<file path="src/rtl/vat_pkg.sv">
// vat_pkg: shared types, register and mode codes, and the sine table for the vertex transform
// depends on: nothing
package vat_pkg;

	localparam int COORD_WIDTH_DEF = 24;
	localparam int FRAC_BITS_DEF   = 14;
	localparam int TABLE_FRAC      = 14;
	localparam int PARAM_W         = 16;
	localparam int ANGLE_W         = 9;
	localparam int MODE_W          = 3;
	localparam int CFG_INDEX_W     = 3;
	localparam int CFG_DATA_W      = 16;
	localparam int RES_W           = 32;
	localparam int LANES           = 4;

	localparam logic [CFG_INDEX_W-1:0] REG_MODE    = 3'd0;
	localparam logic [CFG_INDEX_W-1:0] REG_PARAM_X = 3'd1;
	localparam logic [CFG_INDEX_W-1:0] REG_PARAM_Y = 3'd2;
	localparam logic [CFG_INDEX_W-1:0] REG_PARAM_Z = 3'd3;
	localparam logic [CFG_INDEX_W-1:0] REG_ANGLE   = 3'd4;

	localparam logic [MODE_W-1:0] MODE_TRANSLATE = 3'd0;
	localparam logic [MODE_W-1:0] MODE_SCALE     = 3'd1;
	localparam logic [MODE_W-1:0] MODE_ROT_X     = 3'd2;
	localparam logic [MODE_W-1:0] MODE_ROT_Y     = 3'd3;
	localparam logic [MODE_W-1:0] MODE_ROT_Z     = 3'd4;

	typedef enum logic [2:0] {
		OP_TRANSLATE,
		OP_SCALE,
		OP_ROT_X,
		OP_ROT_Y,
		OP_ROT_Z,
		OP_IDENT
	} op_t;

	typedef struct packed {
		logic valid;
		op_t  op;
		logic last;
	} ctrl_t;

	// signed width of a rotation coefficient, and of any matrix coefficient
	function automatic int trig_w(input int frac);
		return frac + 2;
	endfunction

	function automatic int coef_w(input int frac);
		return (frac + 2 > PARAM_W) ? frac + 2 : PARAM_W;
	endfunction

	// round(16384 * sin(d degrees)) for d = 0..90
	function automatic logic [14:0] sine_q14(input logic [6:0] d);
		logic [14:0] v;
		case (d)
			7'd0: v = 15'd0;         7'd1: v = 15'd286;       7'd2: v = 15'd572;
			7'd3: v = 15'd857;       7'd4: v = 15'd1143;      7'd5: v = 15'd1428;
			7'd6: v = 15'd1713;      7'd7: v = 15'd1997;      7'd8: v = 15'd2280;
			7'd9: v = 15'd2563;      7'd10: v = 15'd2845;     7'd11: v = 15'd3126;
			7'd12: v = 15'd3406;     7'd13: v = 15'd3686;     7'd14: v = 15'd3964;
			7'd15: v = 15'd4240;     7'd16: v = 15'd4516;     7'd17: v = 15'd4790;
			7'd18: v = 15'd5063;     7'd19: v = 15'd5334;     7'd20: v = 15'd5604;
			7'd21: v = 15'd5872;     7'd22: v = 15'd6138;     7'd23: v = 15'd6402;
			7'd24: v = 15'd6664;     7'd25: v = 15'd6924;     7'd26: v = 15'd7182;
			7'd27: v = 15'd7438;     7'd28: v = 15'd7692;     7'd29: v = 15'd7943;
			7'd30: v = 15'd8192;     7'd31: v = 15'd8438;     7'd32: v = 15'd8682;
			7'd33: v = 15'd8923;     7'd34: v = 15'd9162;     7'd35: v = 15'd9397;
			7'd36: v = 15'd9630;     7'd37: v = 15'd9860;     7'd38: v = 15'd10087;
			7'd39: v = 15'd10311;    7'd40: v = 15'd10531;    7'd41: v = 15'd10749;
			7'd42: v = 15'd10963;    7'd43: v = 15'd11174;    7'd44: v = 15'd11381;
			7'd45: v = 15'd11585;    7'd46: v = 15'd11786;    7'd47: v = 15'd11982;
			7'd48: v = 15'd12176;    7'd49: v = 15'd12365;    7'd50: v = 15'd12551;
			7'd51: v = 15'd12733;    7'd52: v = 15'd12911;    7'd53: v = 15'd13085;
			7'd54: v = 15'd13255;    7'd55: v = 15'd13421;    7'd56: v = 15'd13583;
			7'd57: v = 15'd13741;    7'd58: v = 15'd13894;    7'd59: v = 15'd14044;
			7'd60: v = 15'd14189;    7'd61: v = 15'd14330;    7'd62: v = 15'd14466;
			7'd63: v = 15'd14598;    7'd64: v = 15'd14726;    7'd65: v = 15'd14849;
			7'd66: v = 15'd14968;    7'd67: v = 15'd15082;    7'd68: v = 15'd15191;
			7'd69: v = 15'd15296;    7'd70: v = 15'd15396;    7'd71: v = 15'd15491;
			7'd72: v = 15'd15582;    7'd73: v = 15'd15668;    7'd74: v = 15'd15749;
			7'd75: v = 15'd15826;    7'd76: v = 15'd15897;    7'd77: v = 15'd15964;
			7'd78: v = 15'd16026;    7'd79: v = 15'd16083;    7'd80: v = 15'd16135;
			7'd81: v = 15'd16182;    7'd82: v = 15'd16225;    7'd83: v = 15'd16262;
			7'd84: v = 15'd16294;    7'd85: v = 15'd16322;    7'd86: v = 15'd16344;
			7'd87: v = 15'd16362;    7'd88: v = 15'd16374;    7'd89: v = 15'd16382;
			7'd90: v = 15'd16384;
			default: v = 15'd0;
		endcase
		return v;
	endfunction

	// signed Q2.14 sine of an angle already reduced below 360
	function automatic logic signed [15:0] sine_fold(input logic [ANGLE_W-1:0] d);
		logic [6:0]         idx;
		logic               neg;
		logic signed [15:0] mag;
		if (d <= 9'd90) begin
			idx = d[6:0];
			neg = 1'b0;
		end else if (d <= 9'd180) begin
			idx = 7'(9'd180 - d);
			neg = 1'b0;
		end else if (d <= 9'd270) begin
			idx = 7'(d - 9'd180);
			neg = 1'b1;
		end else begin
			idx = 7'(9'd360 - d);
			neg = 1'b1;
		end
		mag = $signed({1'b0, sine_q14(idx)});
		return neg ? -mag : mag;
	endfunction

endpackage

</file>
<file path="src/rtl/vat_mult.sv">
// vat_mult: product stage, four signed coefficient by coordinate multipliers
// depends on: vat_pkg
module vat_mult #(
	parameter int COORD_WIDTH = vat_pkg::COORD_WIDTH_DEF,
	parameter int FRAC_BITS   = vat_pkg::FRAC_BITS_DEF
) (
	input  logic                                  clk,
	input  logic                                  arst_n,
	input  vat_pkg::ctrl_t                        ctrl_s1,
	input  logic signed [vat_pkg::coef_w(FRAC_BITS)-1:0] coef_s1 [vat_pkg::LANES],
	input  logic signed [COORD_WIDTH-1:0]         opnd_s1 [vat_pkg::LANES],
	input  logic signed [COORD_WIDTH-1:0]         vtx_s1 [vat_pkg::LANES],
	output vat_pkg::ctrl_t                        ctrl_s2,
	output logic signed [vat_pkg::coef_w(FRAC_BITS)+COORD_WIDTH-1:0] prod_s2 [vat_pkg::LANES],
	output logic signed [COORD_WIDTH-1:0]         vtx_s2 [vat_pkg::LANES]
);

	localparam int PROD_W = vat_pkg::coef_w(FRAC_BITS) + COORD_WIDTH;

	always_ff @(posedge clk or negedge arst_n) begin
		if (!arst_n) begin
			ctrl_s2 <= '{valid: 1'b0, op: vat_pkg::OP_IDENT, last: 1'b0};
		end else begin
			ctrl_s2 <= ctrl_s1;
		end
	end

	always_ff @(posedge clk) begin
		for (int k = 0; k < vat_pkg::LANES; k++) begin
			prod_s2[k] <= PROD_W'(coef_s1[k]) * PROD_W'(opnd_s1[k]);
		end
		vtx_s2 <= vtx_s1;
	end

endmodule

</file>
<file path="config.mk">
export PLATFORM = sky130hd
export DESIGN_NAME = vat_mult
export DESIGN_NICKNAME = d
export VERILOG_FILES = /design/src/rtl/vat_pkg.sv /design/src/rtl/vat_mult.sv
export SDC_FILE = /design/constraint.sdc
export NUM_CORES = 2
export LEC_CHECK = 0
export BUFFER_PORTS_ARGS = -buffer_cell sky130_fd_sc_hd__buf_2
export CAP_MARGIN = 20
export CORE_MARGIN = 2
export CORE_UTILIZATION = 55
export CTS_CLUSTER_SIZE = 30
export DETAILED_ROUTE_END_ITERATION = 10
export HOLD_SLACK_MARGIN = 0.02
export PLACE_DENSITY = 0.78
export SLEW_MARGIN = 20
export SYNTH_ARGS = -nofsm -noshare
export SYNTH_HDL_FRONTEND = slang
export SYNTH_SLANG_ARGS = --single-unit
</file>
<file path="constraint.sdc">
create_clock -name clk -period 1.1 [get_ports clk]
set_input_delay 0.165 -clock clk [delete_from_list [all_inputs] [get_ports clk]]
set_output_delay 0.165 -clock clk [all_outputs]
set_load 0.01 [all_outputs]
</file>
==> flow_metrics.py <==
metrics = {
    "logic_synthesis": {
        "avgSynthCellArea_um2": 9.29,
        "synth_async_sr_flop_share_pct": 1.92,
        "yosys_register_bits": 261,
        "yosysWarnings": 0,
        "synthesis.area_mm2": 0.0603,
        "synth_nets": 8647,
        "postSynthCellCount": 6496,
        "synth_edf_count": 0,
        "synth.distinct_cells": 73,
        "synth_ff_type": "dfxtp_1",
        "synth_seq_area_share_pct": 8.70,
    },
    "cts": {
        "clockRootBuffer": "clkbuf_16",
        "cts.sink_count": 261,
        "clock_tree.buffer_depth": 3,
        "cts_tree": "yes",
        "tritoncts.num_buffers": 35,
        "cts-htree-levels": 2,
        "clkTransAtPathRegs_ps": 60,
    },
    "status": {
        "outcome": "finished with violations",
        "failed_checks": "negative setup slack",
    },
    "setup_path": {
        "critical-path-top-cell-by-count": "fa_1",
        "worst_setup_path_start_kind": "input port",
        "critical_path.max_stage_delay_ps": 570,
        "critPathBufInv": 9,
        "timing.critical_path.to_type": "register",
        "worst_path_dominant_cell_family": "adder cells",
        "timing.critical_path.required_ps": 1630,
        "setup.worst_path.class": "input port to register",
        "crit_arrival_ps": 6150,
        "critical_path_peak_fanout": 4,
        "worst_path_max_delay_cell": "fa_1",
    },
    "timing": {
        "finalCritPeriodShare_pct": 511,
        "min_period_ps": 5620,
        "report.final.slew_viol_count": 0,
        "least_margin_pin_slew_ps": 549,
        "setup_repair_after_global_routing_missed_its_margin": "yes",
        "max-slew-margin-rel_pct": 62.5,
        "timing_hold_violations_final": 0,
        "achievable_freq_mhz": 178,
        "timing.final.setup_violations": 410,
        "fin_ws_ps": -4520,
    },
    "floorplanning": {
        "num_io_pins": 524,
        "fp.dieH_um": 335,
        "number_of_core_rows": 121,
        "coreArea_mm2": 0.109,
        "start_util_pct": 55.4,
        "die_width_um": 335,
        "die_area_mm2": 0.112,
    },
    "final_layout": {
        "layout-drive-gt1-share_pct": 32.1,
        "nets": 10200,
        "area.growth.synth_to_final_pct": 35.9,
        "final_design_instance_area_without_fill_mm2": 0.0820,
        "fill_cells": 6387,
    },
    "global_route": {
        "antenna_violations_before_repair": 14,
        "globalRoute.totalOverflow": 0,
        "grt_pass1_wl_mm": 297,
        "grt_start_max_net_pins": 21,
        "first_global_vias": 58200,
        "gr-usage-all-layers_pct": 33.8,
    },
    "route": {
        "detail_route.iter0.violations": 3684,
        "post_drt_via_cell_ratio": 5.42,
        "detail-route-antenna-nets": 0,
        "post_drt_wl_per_cell_um": 20.1,
        "first_pass_iters": 6,
        "post_route_drc_violation_count": 0,
        "vias": 51300,
        "postRouteWirelength_mm": 191,
    },
    "placed_design": {
        "portBuffers": 523,
        "gp_congestion": 0.924,
        "dpl-instance-area_mm2": 0.0735,
        "dp_hpwl_mm": 139,
    },
    "min_path": {
        "min-delay-path-class": "input port to register",
    },
    "job": {
        "drv_cap": 0,
    },
}
cells in the mapped netlist, types with 20 or more instances:
cell type | number | share of area, %
o21ai_0 | 45 | 0.37
nand3_1 | 26 | 0.22
and2_1 | 610 | 6.3
ha_1 | 392 | 8.1
a211oi_1 | 20 | 0.25
nor3_1 | 20 | 0.17
nand2_1 | 897 | 5.6
clkbuf_1 | 239 | 1.5
xnor2_1 | 134 | 1.9
nand2b_1 | 30 | 0.31
o21ai_1 | 21 | 0.17
fa_1 | 1496 | 50
xor2_1 | 37 | 0.54
a21oi_1 | 122 | 1.0
dfxtp_1 | 256 | 8.5
a21o_1 | 62 | 0.77
inv_1 | 1725 | 11
o21bai_1 | 32 | 0.40
nor2_1 | 150 | 0.93
metal layers:
layer | vias to the layer above | track usage (%) | wire [um]
li1 | 21800 | - | -
met1 | 25900 | 38.6 | 66600
met2 | 2664 | 59.3 | 95300
met3 | 925 | 6.58 | 15400
met4 | 8 | 18.9 | 13300
met5 | - | 0 | 49
metrics by stage:
stage | hold slack [ps] | std cells | setup TNS [ps] | setup WS [ps] | utilization (%)
6_report | 61.8 | 9464 | -545280 | -4520 | 75.3
3_5_place_dp | -20.7 | 9094 | -620790 | -5630 | 67.5
2_1_floorplan | -131 | 6496 | -507000 | -4530 | -
4_1_cts | 20.2 | 9393 | -534570 | -4280 | 74.0
5_1_grt | 73.6 | 9461 | -570220 | -4630 | 75.3
3_3_place_gp | -25.1 | 9094 | -610790 | -5600 | 67.5
layout by cell type (no fill, tap or decap), types with 25 or more instances in the layout:
cell	instances
nor2_2	25
dlygate4sd3_1	110
buf_6	204
nand2_2	54
buf_12	85
xor2_1	30
xnor2_1	103
xnor2_2	28
ha_1	240
nand2b_1	28
ha_4	142
inv_1	1593
nand2_1	806
inv_2	129
buf_8	47
a21o_1	60
and2_1	495
fa_1	1395
nor2_1	113
a21oi_1	43
a21oi_2	61
clkbuf_16	37
buf_4	878
fa_2	101
dfxtp_1	256
nand2_4	36
and2_4	115
buf_2	392
tightest hold or removal path: stages:
cell and delay [ps]:
buf_2 180, and2_1 160, ha_1 130
flip-flops by register name, summed over array words and instances (netlist names):
signal   count
vtx_s2      96
ctrl_s2      5
prod_s2    160
worst paths after layout:
kind | from | end | slack (ps) | cells past startpoint
worst min-delay path | opnd_s1[73] | prod_s2[121] | 60 | 3
worst max-delay path | coef_s1[49] | prod_s2[157] | -4520 | 25
min in group asynchronous | arst_n | ctrl_s2[2] | 440 | 3
max in group asynchronous | arst_n | ctrl_s2[1] | 440 | 3
kinds of logic (layout without fill, tap and decap cells):
group	after synthesis	in the layout	share of synthesized area, %
buffers and inverters	1968	3514	12.2
DFF	261	261	8.70
other	0	8	0
muxes	1	1	0.0187
xor gates and xnor gates	171	171	2.48
adders and majority gates	1888	1888	57.8
and+or+nand+nor	1790	1790	14.2
AOI/OAI and AO/OA	417	417	4.61
layout make-up:
| cell class | count | area (um2) | area share [%] |
|---|---|---|---|
| antenna | 8 | 20.0 | 0.0244 |
| sequential | 261 | 5250 | 6.41 |
| multi-input combinational | 4267 | 52600 | 64.2 |
| inverter | 1727 | 6500 | 7.93 |
| clock buffer | 43 | 977 | 1.19 |
| timing repair buffer | 1725 | 14600 | 17.8 |
| tap | 1414 | 1770 | 2.16 |
| clock inverter | 19 | 278 | 0.339 |
repair_timing:
| item | CTS | global route |
|---|---|---|
| endpoints found under the hold margin | 111 | 0 |
| pin swaps | 438 | 244 |
| gates resized for setup | 898 | 272 |
| setup buffers | 150 | 69 |
| hold buffers | 110 | 0 |
| setup endpoints to repair | 410 | 410 |
| gates cloned | 6 | 1 |
Power is not shown: default switching activity piles up to over one toggle a cycle in this logic, so the estimate is an artifact.
