--- config.mk ---
export PLATFORM = sky130hd
export DESIGN_NAME = vat_front
export DESIGN_NICKNAME = d
export VERILOG_FILES = /design/src/rtl/vat_pkg.sv /design/src/rtl/vat_front.sv
export SDC_FILE = /design/constraint.sdc
export NUM_CORES = 1
export LEC_CHECK = 0
export ABC_AREA = 1
export ABC_CLOCK_PERIOD_IN_PS = 900
export BUFFER_PORTS_ARGS = -buffer_cell sky130_fd_sc_hd__buf_2
export CAP_MARGIN = 0
export CELL_PAD_IN_SITES_DETAIL_PLACEMENT = 0
export CELL_PAD_IN_SITES_GLOBAL_PLACEMENT = 1
export CORE_MARGIN = 1
export CORE_UTILIZATION = 36
export DETAILED_ROUTE_END_ITERATION = 7
export PLACE_DENSITY_LB_ADDON = 0.1
export SYNTH_ARGS = -nofsm -noshare
export SYNTH_HDL_FRONTEND = slang
export SYNTH_SLANG_ARGS = --single-unit
export TNS_END_PERCENT = 30
--- constraint.sdc ---
create_clock -name clk -period 0.9 [get_ports clk]
set_clock_uncertainty 0.2 [all_clocks]
set_input_delay 0.045 -clock clk [delete_from_list [all_inputs] [get_ports clk]]
set_output_delay 0.045 -clock clk [all_outputs]
set_load 0.005 [all_outputs]
--- src/rtl/vat_pkg.sv ---
// vat_pkg: shared types, register and mode codes, and the sine table for the vertex transform
// depends on: nothing
package vat_pkg;

	localparam int COORD_WIDTH_DEF = 24;
	localparam int FRAC_BITS_DEF   = 14;
	localparam int TABLE_FRAC      = 14;
	localparam int PARAM_W         = 16;
	localparam int ANGLE_W         = 9;
	localparam int MODE_W          = 3;
	localparam int CFG_INDEX_W     = 3;
	localparam int CFG_DATA_W      = 16;
	localparam int RES_W           = 32;
	localparam int LANES           = 4;

	localparam logic [CFG_INDEX_W-1:0] REG_MODE    = 3'd0;
	localparam logic [CFG_INDEX_W-1:0] REG_PARAM_X = 3'd1;
	localparam logic [CFG_INDEX_W-1:0] REG_PARAM_Y = 3'd2;
	localparam logic [CFG_INDEX_W-1:0] REG_PARAM_Z = 3'd3;
	localparam logic [CFG_INDEX_W-1:0] REG_ANGLE   = 3'd4;

	localparam logic [MODE_W-1:0] MODE_TRANSLATE = 3'd0;
	localparam logic [MODE_W-1:0] MODE_SCALE     = 3'd1;
	localparam logic [MODE_W-1:0] MODE_ROT_X     = 3'd2;
	localparam logic [MODE_W-1:0] MODE_ROT_Y     = 3'd3;
	localparam logic [MODE_W-1:0] MODE_ROT_Z     = 3'd4;

	typedef enum logic [2:0] {
		OP_TRANSLATE,
		OP_SCALE,
		OP_ROT_X,
		OP_ROT_Y,
		OP_ROT_Z,
		OP_IDENT
	} op_t;

	typedef struct packed {
		logic valid;
		op_t  op;
		logic last;
	} ctrl_t;

	// signed width of a rotation coefficient, and of any matrix coefficient
	function automatic int trig_w(input int frac);
		return frac + 2;
	endfunction

	function automatic int coef_w(input int frac);
		return (frac + 2 > PARAM_W) ? frac + 2 : PARAM_W;
	endfunction

	// round(16384 * sin(d degrees)) for d = 0..90
	function automatic logic [14:0] sine_q14(input logic [6:0] d);
		logic [14:0] v;
		case (d)
			7'd0: v = 15'd0;         7'd1: v = 15'd286;       7'd2: v = 15'd572;
			7'd3: v = 15'd857;       7'd4: v = 15'd1143;      7'd5: v = 15'd1428;
			7'd6: v = 15'd1713;      7'd7: v = 15'd1997;      7'd8: v = 15'd2280;
			7'd9: v = 15'd2563;      7'd10: v = 15'd2845;     7'd11: v = 15'd3126;
			7'd12: v = 15'd3406;     7'd13: v = 15'd3686;     7'd14: v = 15'd3964;
			7'd15: v = 15'd4240;     7'd16: v = 15'd4516;     7'd17: v = 15'd4790;
			7'd18: v = 15'd5063;     7'd19: v = 15'd5334;     7'd20: v = 15'd5604;
			7'd21: v = 15'd5872;     7'd22: v = 15'd6138;     7'd23: v = 15'd6402;
			7'd24: v = 15'd6664;     7'd25: v = 15'd6924;     7'd26: v = 15'd7182;
			7'd27: v = 15'd7438;     7'd28: v = 15'd7692;     7'd29: v = 15'd7943;
			7'd30: v = 15'd8192;     7'd31: v = 15'd8438;     7'd32: v = 15'd8682;
			7'd33: v = 15'd8923;     7'd34: v = 15'd9162;     7'd35: v = 15'd9397;
			7'd36: v = 15'd9630;     7'd37: v = 15'd9860;     7'd38: v = 15'd10087;
			7'd39: v = 15'd10311;    7'd40: v = 15'd10531;    7'd41: v = 15'd10749;
			7'd42: v = 15'd10963;    7'd43: v = 15'd11174;    7'd44: v = 15'd11381;
			7'd45: v = 15'd11585;    7'd46: v = 15'd11786;    7'd47: v = 15'd11982;
			7'd48: v = 15'd12176;    7'd49: v = 15'd12365;    7'd50: v = 15'd12551;
			7'd51: v = 15'd12733;    7'd52: v = 15'd12911;    7'd53: v = 15'd13085;
			7'd54: v = 15'd13255;    7'd55: v = 15'd13421;    7'd56: v = 15'd13583;
			7'd57: v = 15'd13741;    7'd58: v = 15'd13894;    7'd59: v = 15'd14044;
			7'd60: v = 15'd14189;    7'd61: v = 15'd14330;    7'd62: v = 15'd14466;
			7'd63: v = 15'd14598;    7'd64: v = 15'd14726;    7'd65: v = 15'd14849;
			7'd66: v = 15'd14968;    7'd67: v = 15'd15082;    7'd68: v = 15'd15191;
			7'd69: v = 15'd15296;    7'd70: v = 15'd15396;    7'd71: v = 15'd15491;
			7'd72: v = 15'd15582;    7'd73: v = 15'd15668;    7'd74: v = 15'd15749;
			7'd75: v = 15'd15826;    7'd76: v = 15'd15897;    7'd77: v = 15'd15964;
			7'd78: v = 15'd16026;    7'd79: v = 15'd16083;    7'd80: v = 15'd16135;
			7'd81: v = 15'd16182;    7'd82: v = 15'd16225;    7'd83: v = 15'd16262;
			7'd84: v = 15'd16294;    7'd85: v = 15'd16322;    7'd86: v = 15'd16344;
			7'd87: v = 15'd16362;    7'd88: v = 15'd16374;    7'd89: v = 15'd16382;
			7'd90: v = 15'd16384;
			default: v = 15'd0;
		endcase
		return v;
	endfunction

	// signed Q2.14 sine of an angle already reduced below 360
	function automatic logic signed [15:0] sine_fold(input logic [ANGLE_W-1:0] d);
		logic [6:0]         idx;
		logic               neg;
		logic signed [15:0] mag;
		if (d <= 9'd90) begin
			idx = d[6:0];
			neg = 1'b0;
		end else if (d <= 9'd180) begin
			idx = 7'(9'd180 - d);
			neg = 1'b0;
		end else if (d <= 9'd270) begin
			idx = 7'(d - 9'd180);
			neg = 1'b1;
		end else begin
			idx = 7'(9'd360 - d);
			neg = 1'b1;
		end
		mag = $signed({1'b0, sine_q14(idx)});
		return neg ? -mag : mag;
	endfunction

endpackage

--- src/rtl/vat_front.sv ---
// vat_front: input register stage; mode decode, sine/cosine lookup and multiplier operand select
// depends on: vat_pkg
module vat_front #(
	parameter int COORD_WIDTH = vat_pkg::COORD_WIDTH_DEF,
	parameter int FRAC_BITS   = vat_pkg::FRAC_BITS_DEF
) (
	input  logic                                  clk,
	input  logic                                  arst_n,
	input  logic                                  start,
	input  logic signed [COORD_WIDTH-1:0]         x_in,
	input  logic signed [COORD_WIDTH-1:0]         y_in,
	input  logic signed [COORD_WIDTH-1:0]         z_in,
	input  logic signed [COORD_WIDTH-1:0]         w_in,
	input  logic                                  last_vertex,
	input  logic [vat_pkg::MODE_W-1:0]            mode_q,
	input  logic signed [vat_pkg::PARAM_W-1:0]    param_x_q,
	input  logic signed [vat_pkg::PARAM_W-1:0]    param_y_q,
	input  logic signed [vat_pkg::PARAM_W-1:0]    param_z_q,
	input  logic [vat_pkg::ANGLE_W-1:0]           angle_q,
	output vat_pkg::ctrl_t                        ctrl_s1,
	output logic signed [vat_pkg::coef_w(FRAC_BITS)-1:0] coef_s1 [vat_pkg::LANES],
	output logic signed [COORD_WIDTH-1:0]         opnd_s1 [vat_pkg::LANES],
	output logic signed [COORD_WIDTH-1:0]         vtx_s1 [vat_pkg::LANES]
);

	localparam int COEF_W = vat_pkg::coef_w(FRAC_BITS);
	localparam int TRIG_W = vat_pkg::trig_w(FRAC_BITS);

	logic [vat_pkg::ANGLE_W-1:0]   ang_s;
	logic [vat_pkg::ANGLE_W:0]     ang_c_wide;
	logic [vat_pkg::ANGLE_W-1:0]   ang_c;
	logic signed [15:0]            sin_t;
	logic signed [15:0]            cos_t;
	logic signed [TRIG_W-1:0]      sin_f;
	logic signed [TRIG_W-1:0]      cos_f;
	logic signed [COEF_W-1:0]      sin_c;
	logic signed [COEF_W-1:0]      cos_c;
	logic signed [COORD_WIDTH-1:0] rot_a;
	logic signed [COORD_WIDTH-1:0] rot_b;
	vat_pkg::op_t                  op;
	logic signed [COEF_W-1:0]      coef_d [vat_pkg::LANES];
	logic signed [COORD_WIDTH-1:0] opnd_d [vat_pkg::LANES];

	// angle modulo 360, cosine as sine of angle plus 90
	always_comb begin
		ang_s      = (angle_q >= 9'd360) ? angle_q - 9'd360 : angle_q;
		ang_c_wide = {1'b0, ang_s} + 10'd90;
		ang_c      = (ang_c_wide >= 10'd360) ? 9'(ang_c_wide - 10'd360) : ang_c_wide[8:0];
		sin_t      = vat_pkg::sine_fold(ang_s);
		cos_t      = vat_pkg::sine_fold(ang_c);
	end

	generate
		if (FRAC_BITS >= vat_pkg::TABLE_FRAC) begin : g_frac_up
			assign sin_f = TRIG_W'(sin_t) <<< (FRAC_BITS - vat_pkg::TABLE_FRAC);
			assign cos_f = TRIG_W'(cos_t) <<< (FRAC_BITS - vat_pkg::TABLE_FRAC);
		end else begin : g_frac_down
			localparam int SH = vat_pkg::TABLE_FRAC - FRAC_BITS;
			localparam logic signed [16:0] HALF = 17'sd1 <<< (SH - 1);
			localparam logic signed [16:0] RND  = (17'sd1 <<< SH) - 17'sd1;
			logic signed [16:0] sin_b;
			logic signed [16:0] cos_b;
			logic signed [16:0] sin_r;
			logic signed [16:0] cos_r;
			// add half an LSB, then divide truncating toward zero
			always_comb begin
				sin_b = 17'(sin_t) + HALF;
				cos_b = 17'(cos_t) + HALF;
				sin_r = (sin_b + (sin_b[16] ? RND : 17'sd0)) >>> SH;
				cos_r = (cos_b + (cos_b[16] ? RND : 17'sd0)) >>> SH;
			end
			assign sin_f = TRIG_W'(sin_r);
			assign cos_f = TRIG_W'(cos_r);
		end
	endgenerate

	assign sin_c = COEF_W'(sin_f);
	assign cos_c = COEF_W'(cos_f);

	always_comb begin
		case (mode_q)
			vat_pkg::MODE_TRANSLATE: op = vat_pkg::OP_TRANSLATE;
			vat_pkg::MODE_SCALE:     op = vat_pkg::OP_SCALE;
			vat_pkg::MODE_ROT_X:     op = vat_pkg::OP_ROT_X;
			vat_pkg::MODE_ROT_Y:     op = vat_pkg::OP_ROT_Y;
			vat_pkg::MODE_ROT_Z:     op = vat_pkg::OP_ROT_Z;
			default:                 op = vat_pkg::OP_IDENT;
		endcase
	end

	// rotation pair: out1 = c*a - s*b, out2 = s*a + c*b
	always_comb begin
		case (op)
			vat_pkg::OP_ROT_X: begin
				rot_a = y_in;
				rot_b = z_in;
			end
			vat_pkg::OP_ROT_Y: begin
				rot_a = z_in;
				rot_b = x_in;
			end
			default: begin
				rot_a = x_in;
				rot_b = y_in;
			end
		endcase
	end

	always_comb begin
		for (int k = 0; k < vat_pkg::LANES; k++) begin
			coef_d[k] = '0;
			opnd_d[k] = '0;
		end
		case (op)
			vat_pkg::OP_TRANSLATE: begin
				coef_d[0] = COEF_W'(param_x_q);
				coef_d[1] = COEF_W'(param_y_q);
				coef_d[2] = COEF_W'(param_z_q);
				opnd_d[0] = w_in;
				opnd_d[1] = w_in;
				opnd_d[2] = w_in;
			end
			vat_pkg::OP_SCALE: begin
				coef_d[0] = COEF_W'(param_x_q);
				coef_d[1] = COEF_W'(param_y_q);
				coef_d[2] = COEF_W'(param_z_q);
				opnd_d[0] = x_in;
				opnd_d[1] = y_in;
				opnd_d[2] = z_in;
			end
			vat_pkg::OP_ROT_X, vat_pkg::OP_ROT_Y, vat_pkg::OP_ROT_Z: begin
				coef_d[0] = cos_c;
				coef_d[1] = sin_c;
				coef_d[2] = sin_c;
				coef_d[3] = cos_c;
				opnd_d[0] = rot_a;
				opnd_d[1] = rot_b;
				opnd_d[2] = rot_a;
				opnd_d[3] = rot_b;
			end
			default: begin
			end
		endcase
	end

	always_ff @(posedge clk or negedge arst_n) begin
		if (!arst_n) begin
			ctrl_s1 <= '{valid: 1'b0, op: vat_pkg::OP_IDENT, last: 1'b0};
		end else begin
			ctrl_s1 <= '{valid: start, op: op, last: last_vertex};
		end
	end

	always_ff @(posedge clk) begin
		coef_s1   <= coef_d;
		opnd_s1   <= opnd_d;
		vtx_s1[0] <= x_in;
		vtx_s1[1] <= y_in;
		vtx_s1[2] <= z_in;
		vtx_s1[3] <= w_in;
	end

endmodule

==> results.sh, run 1 <==
export IMPL_wl_per_cell_um=18.7
export IMPL_ys_types=55
export IMPL_hold_ws_ns=-0.359
export IMPL_status="complete, but fails checks"
export IMPL_syn_area_sq_um=13400
export IMPL_initial_core_util_pct=36.6
export IMPL_synthFlopType="dfxtp_1"
export IMPL_crit_arrival_ns=4.73
export IMPL_max_clock_path_buffers=3
export IMPL_die_h_um=195
export IMPL_die_x_um=195
export IMPL_yosys_warnings=0
export IMPL_worst_slew_pin_slew_ns=0.545
export IMPL_ant_nets=0
export IMPL_drc=0
export IMPL_required_ns=1.20
export IMPL_grtUsageMet1_pct=39.0
export IMPL_row_count=70
export IMPL_nets=3155
export IMPL_die_area_sq_um=38100
export IMPL_setup_viol=414
export IMPL_multi_input_area_sq_um=8250
export IMPL_dr_pass1_iters=6
export IMPL_drv_slew=0
export IMPL_synth_seq_cells=261
export IMPL_synth_top_cell_area_share_pct=38.1
export IMPL_hold_end="opnd_s1[13]"
export IMPL_cpMostUsedCell="nand2_4"
export IMPL_setup_slack_ns=-3.53
export IMPL_min_period_ns=4.43
export IMPL_dpl_hpwl_mm=49.8
export IMPL_pin_count=421
export IMPL_postRouteWirelength_mm=64.6
export IMPL_cts_sinks=261
export IMPL_grt_max_degree=42
export IMPL_cp_num_buf_inv=12
export IMPL_num_fill_cells=3129
export IMPL_critPathMaxStageDelay_ns=0.19
export IMPL_cts_root_buf="clkbuf_16"
export IMPL_critPathSlowestCell="nand2_8"
export IMPL_dr_total_vias=17600
export IMPL_vias_per_cell=5.10
export IMPL_cts_clk_slew_worst_paths_ns=0.07
export IMPL_ctsHoldBuffers=155
export IMPL_coreArea_sq_um=36700
export IMPL_synth_edf_count=0
export IMPL_powerDensity_nw_per_um2=2880
export IMPL_peakVddDrop_uv=3610
export IMPL_rsz0062_at_grt="true"
export IMPL_crit_type="in2reg"
export IMPL_hp_class="in2reg"
export IMPL_synth_most_common_cell="nand2_1"
export IMPL_maxCapViolCount=0
export IMPL_synth_commonest_cells="577 x nand2_1, 256 x dfxtp_1, 205 x inv_1"
export IMPL_cp_top_family="simple AND/OR/NAND/NOR gates"
export IMPL_cts_max_level=1
export IMPL_hold_viol=89
export IMPL_cts_tree="done"
export IMPL_setup_worst_path_end_class="flip-flop"
export IMPL_ys_seq_area_share_pct=39.1
export IMPL_dp_slack_ns=-4.29
export IMPL_synth_nets=2125
export IMPL_fin_crit_sh_pct=492
export IMPL_grt_pass1_vias=17700
export IMPL_gp_congestion=1.00
export IMPL_worstHoldStart="y_in[13]"
export IMPL_grt_usage_pct=32.8
export IMPL_gr_usage_met2_pct=58.3
export IMPL_synth_top_cells_by_area="dfxtp_1 38%, nand2_1 16%, nand3_1 6.6%"
export IMPL_cts_buffers=27
export IMPL_yosys_area_top_type="dfxtp_1"
export IMPL_violations="negative hold slack, negative setup slack"
export IMPL_syn_avg_cell_area_sq_um=6.99
export IMPL_critical_path_max_fanout=5
export IMPL_power_mw=69.3
export IMPL_grt_pass1_wl_mm=98.4
export IMPL_drt_first_iter_violations=1045
export IMPL_syn2layout_area_growth_pct=78.6
export IMPL_final_layout_size_suffix_gt1_share_pct=44.6
export IMPL_slew_headroom_pct=63.2
export IMPL_seq_area_sq_um=5310
export IMPL_fmax_ghz=0.226
export IMPL_async_reset_ff_share_pct=1.92
export IMPL_io_buffers=420
export IMPL_antenna_found_initial=12
export IMPL_grt_overflow_total=0
export IMPL_power_leakage_nw=12.3
export IMPL_grt_use_met3_pct=4.40
export IMPL_grt_busiest_layer="met2"
export IMPL_worstHoldPathCells=5
export IMPL_synth_cells=1924
export IMPL_startpoint_type="input pin"
[routing by layer]
layer | vias to the layer above | part of all wire (%) | wire length, um
met5 | - | 0 | 0
met2 | 689 | 49 | 31600
met1 | 8341 | 40 | 26100
met3 | 158 | 6.0 | 3880
li1 | 8417 | - | -
met4 | 0 | 4.7 | 3070
[kinds of logic after synthesis]
group | synth area share, %
AO/OA/AOI/OAI | 16.7
AND/OR/NAND/NOR | 30.0
XOR/XNOR | 1.43
adder cells (fa/ha/maj) | 3.81
flip-flops | 39.1
buffers and inverters | 8.97
[per-stage QoR]
| stage | TNS [ns] | area [sq um] | cells | hold WS [ns] | util (%) |
|---|---|---|---|---|---|
| CTS | -297.04 | 23300 | 3419 | -0.383 | 63.5 |
| finish | -301.48 | 24000 | 3452 | -0.359 | 65.4 |
| global route | -334.58 | 24000 | 3451 | -0.322 | 65.4 |
| floorplan | -278.89 | 13700 | 1924 | -0.451 | - |
| global placement | -310.79 | 19800 | 3189 | -0.313 | 54.0 |
| detailed placement | -313.57 | 19800 | 3189 | -0.312 | 54.0 |
[registers in the layout, summed over array words and instances (netlist names)]
signal   flops
ctrl_s1      5
vtx_s1      96
opnd_s1     96
coef_s1     64
[cell usage in the layout (no fill, tap or decap), drive strengths merged, types with 55 or more instances in the layout]
cell         Yosys  routed
nand3          182     182
inv            216     217
o21ai          141     141
o211ai          55      55
buf             27     931
dlygate4sd3      0     155
a21oi           65      65
nor2           113     113
dfxtp          256     256
nand2          612     612
[what timing repair did]
item                                   in CTS  in global routing
gates cloned                                0                  0
endpoints found under the hold margin     250                 83
buffers inserted                           28                 22
setup endpoints to repair                 398                425
pin swaps                                  81                 93
gates resized for setup                   236                153
[cell type report]
type / instances / share of cell area (%)
multi-input cells: 1361 / 34.3
repair buffers: 1086 / 33.6
flip-flops and latches: 261 / 22.1
inverters: 217 / 3.63
clock buffers: 34 / 3.09
well taps: 468 / 2.44
clock inverters: 13 / 0.677
diodes: 12 / 0.125
[power by group]
| group | internal [mW] | switching (mW) |
|---|---|---|
| Clock | 6.71 | 4.73 |
| Sequential | 13.5 | 0.650 |
| Combinational | 19.7 | 23.9 |
[worst max path at each step]
| stage | start | to | slack [ns] | cells past startpoint |
|---|---|---|---|---|
| floorplan | angle_q[4] | coef_s1[62] | -3.56 | 43 |
| global placement | angle_q[4] | coef_s1[62] | -4.28 | 41 |
| detailed placement | angle_q[4] | coef_s1[62] | -4.29 | 44 |
| CTS | angle_q[4] | coef_s1[54] | -3.34 | 46 |
| global route | angle_q[3] | coef_s1[62] | -3.84 | 45 |
| finish | angle_q[3] | coef_s1[54] | -3.53 | 46 |
Note: power is estimated with default switching activity, not from simulation.
==> run 2, diff against run 1 <==
--- a/config.mk
+++ b/config.mk
@@ -6,7 +6,7 @@
 export NUM_CORES = 1
 export LEC_CHECK = 0
 export ABC_AREA = 1
-export ABC_CLOCK_PERIOD_IN_PS = 900
+export ABC_CLOCK_PERIOD_IN_PS = 4550
 export BUFFER_PORTS_ARGS = -buffer_cell sky130_fd_sc_hd__buf_2
 export CAP_MARGIN = 0
 export CELL_PAD_IN_SITES_DETAIL_PLACEMENT = 0
==> constraint.sdc (replaced) <==
create_clock -name clk -period 4.55 [get_ports clk]
set_clock_uncertainty 0.2 [all_clocks]
set_input_delay 0.2275 -clock clk [delete_from_list [all_inputs] [get_ports clk]]
set_output_delay 0.2275 -clock clk [all_outputs]
set_load 0.005 [all_outputs]
==> results.sh, run 2 (synthesized netlist as in run 1, its figures left out) <==
export IMPL_critical_path_max_fanout=7
export IMPL_postRouteWirelength_mm=63.8
export IMPL_powerDensity_nw_per_um2=588
export IMPL_dr_total_vias=17000
export IMPL_nets=3031
export IMPL_hold_ws_ns=0.105
export IMPL_critPathSlowestCell="a21oi_4"
export IMPL_power_leakage_nw=11.6
export IMPL_syn2layout_area_growth_pct=67.4
export IMPL_slew_headroom_pct=27.9
export IMPL_drc=0
export IMPL_gp_congestion=0.989
export IMPL_worst_slew_pin_slew_ns=1.08
export IMPL_crit_arrival_ns=4.92
export IMPL_fin_setup_tns_ns=-0.0590
export IMPL_status="complete, but fails checks"
export IMPL_cts_tree="done"
export IMPL_crit_type="in2reg"
export IMPL_setup_worst_path_end_class="flip-flop"
export IMPL_dpl_cell_count=3086
export IMPL_initial_core_util_pct=36.6
export IMPL_worstHoldPathCells=2
export IMPL_required_ns=4.88
export IMPL_cts_max_level=1
export IMPL_cts_clk_slew_worst_paths_ns=0.07
export IMPL_power_mw=13.2
export IMPL_drv_slew=0
export IMPL_grt_overflow_total=0
export IMPL_grt_pass1_vias=16800
export IMPL_violations="negative setup slack"
export IMPL_rsz0062_at_grt="true"
export IMPL_final_cell_mix="508 x nand2_1, 418 x buf_2, 368 x buf_4"
export IMPL_grt_max_degree=69
export IMPL_hold_viol=0
export IMPL_cpMostUsedCell="nand2_2"
export IMPL_fin_crit_sh_pct=101
export IMPL_min_period_ns=4.59
export IMPL_mostFrequentLayoutCell="nand2_1"
export IMPL_grt_usage_pct=32.1
export IMPL_fin_cells=3328
export IMPL_wl_per_cell_um=19.2
export IMPL_die_area_sq_um=38100
export IMPL_maxCapViolCount=0
export IMPL_setup_viol=2
export IMPL_cts_sinks=261
export IMPL_hp_class="in2reg"
export IMPL_max_clock_path_buffers=3
export IMPL_startpoint_type="input pin"
export IMPL_cts_root_buf="clkbuf_16"
export IMPL_dp_slack_ns=-0.821
export IMPL_final_layout_size_suffix_gt1_share_pct=39.4
export IMPL_fmax_ghz=0.218
export IMPL_vias_per_cell=5.11
export IMPL_ant_nets=0
export IMPL_setup_slack_ns=-0.0424
export IMPL_critPathMaxStageDelay_ns=0.27
export IMPL_dr_pass1_iters=5
export IMPL_drt_first_iter_violations=1137
export IMPL_peakVddDrop_uv=520
export IMPL_top_regs="opnd_s1 (96), vtx_s1 (96), coef_s1 (64)"
export IMPL_row_count=70
export IMPL_antenna_found_initial=8
export IMPL_die_x_um=195
export IMPL_die_h_um=195
export IMPL_pin_count=421
export IMPL_io_buffers=420
export IMPL_cts_buffers=27
export IMPL_dpl_hpwl_mm=48.7
export IMPL_grt_pass1_wl_mm=95.9
export IMPL_coreArea_sq_um=36700
export IMPL_worstHoldStart="w_in[1]"
export IMPL_hold_end="vtx_s1[1]"
run 2: changes by cell type in the layout (fill, tap and decap cells not counted), sizes merged:
cell / delta
clkbuf: +1
clkinvlp: +1
clkinv: -6
inv: +4
dlygate4sd3: -3
bufinv: +3
buf: -121
diode: -3
run 2: per-layer routing:
layer / vias up / share of wire [%] / track usage [%]
met4: 0 / 4.4 / 13.6
met3: 157 / 6.0 / 4.21
met1: 7954 / 41 / 39.0
met5: - / 0 / 0
li1: 8188 / - / -
met2: 696 / 49 / 56.9
run 2: final cells by class:
| type | count | area [sq um] |
|---|---|---|
| Antenna cell | 9 | 22.5 |
| Clock buffer | 35 | 746 |
| Clock inverter | 15 | 260 |
| Fill cell | 3350 | 14200 |
| Inverter | 217 | 852 |
| Multi-Input combinational cell | 1361 | 8030 |
| Sequential cell | 261 | 5250 |
| Tap cell | 468 | 586 |
| Timing Repair Buffer | 962 | 6760 |
run 2: how the worst max path moves through the flow:
stage / from / end / cells past startpoint / slack (ns)
floorplan: angle_q[4] / coef_s1[62] / 43 / -0.09
global placement: angle_q[4] / coef_s1[62] / 44 / -0.76
detailed placement: angle_q[4] / coef_s1[62] / 42 / -0.82
finish: angle_q[4] / coef_s1[54] / 41 / -0.04
global route: angle_q[4] / coef_s1[59] / 41 / -0.28
CTS: angle_q[4] / coef_s1[54] / 40 / 0.003
run 2: report_power, final:
| group | internal, mW | total [mW] | switching (mW) |
|---|---|---|---|
| Sequential | 2.65 | 2.77 | 0.122 |
| Combinational | 3.50 | 7.98 | 4.48 |
| Clock | 1.51 | 2.49 | 0.980 |
| Total | 7.66 | 13.2 | 5.58 |
run 2: critical path: cells and delay by family:
| kind | cells | cell delay (ns) |
|---|---|---|
| and+or+nand+nor | 29 | 2.97 |
| buffers and inverters | 7 | 0.78 |
| adders and majority gates | 2 | 0.31 |
| xor gates and xnor gates | 1 | 0.18 |
| AOI/OAI and AO/OA | 2 | 0.42 |
run 2: through the flow:
step           instance area, sq um  util [%]
2_1_floorplan                 13700         -
3_5_place_dp                  18900      51.4
4_1_cts                       21500      58.7
6_report                      22500      61.4
5_1_grt                       22500      61.3
3_3_place_gp                  18900      51.4
run 2: timing repair:
item                                    4_1_cts  5_1_grt
resized for setup                            31      208
gates cloned                                  0        0
pin swaps                                    14       83
hold buffers                                152        0
endpoints found under the setup margin       39       60
hold endpoints to repair                    249        0
buffers inserted                              3       28
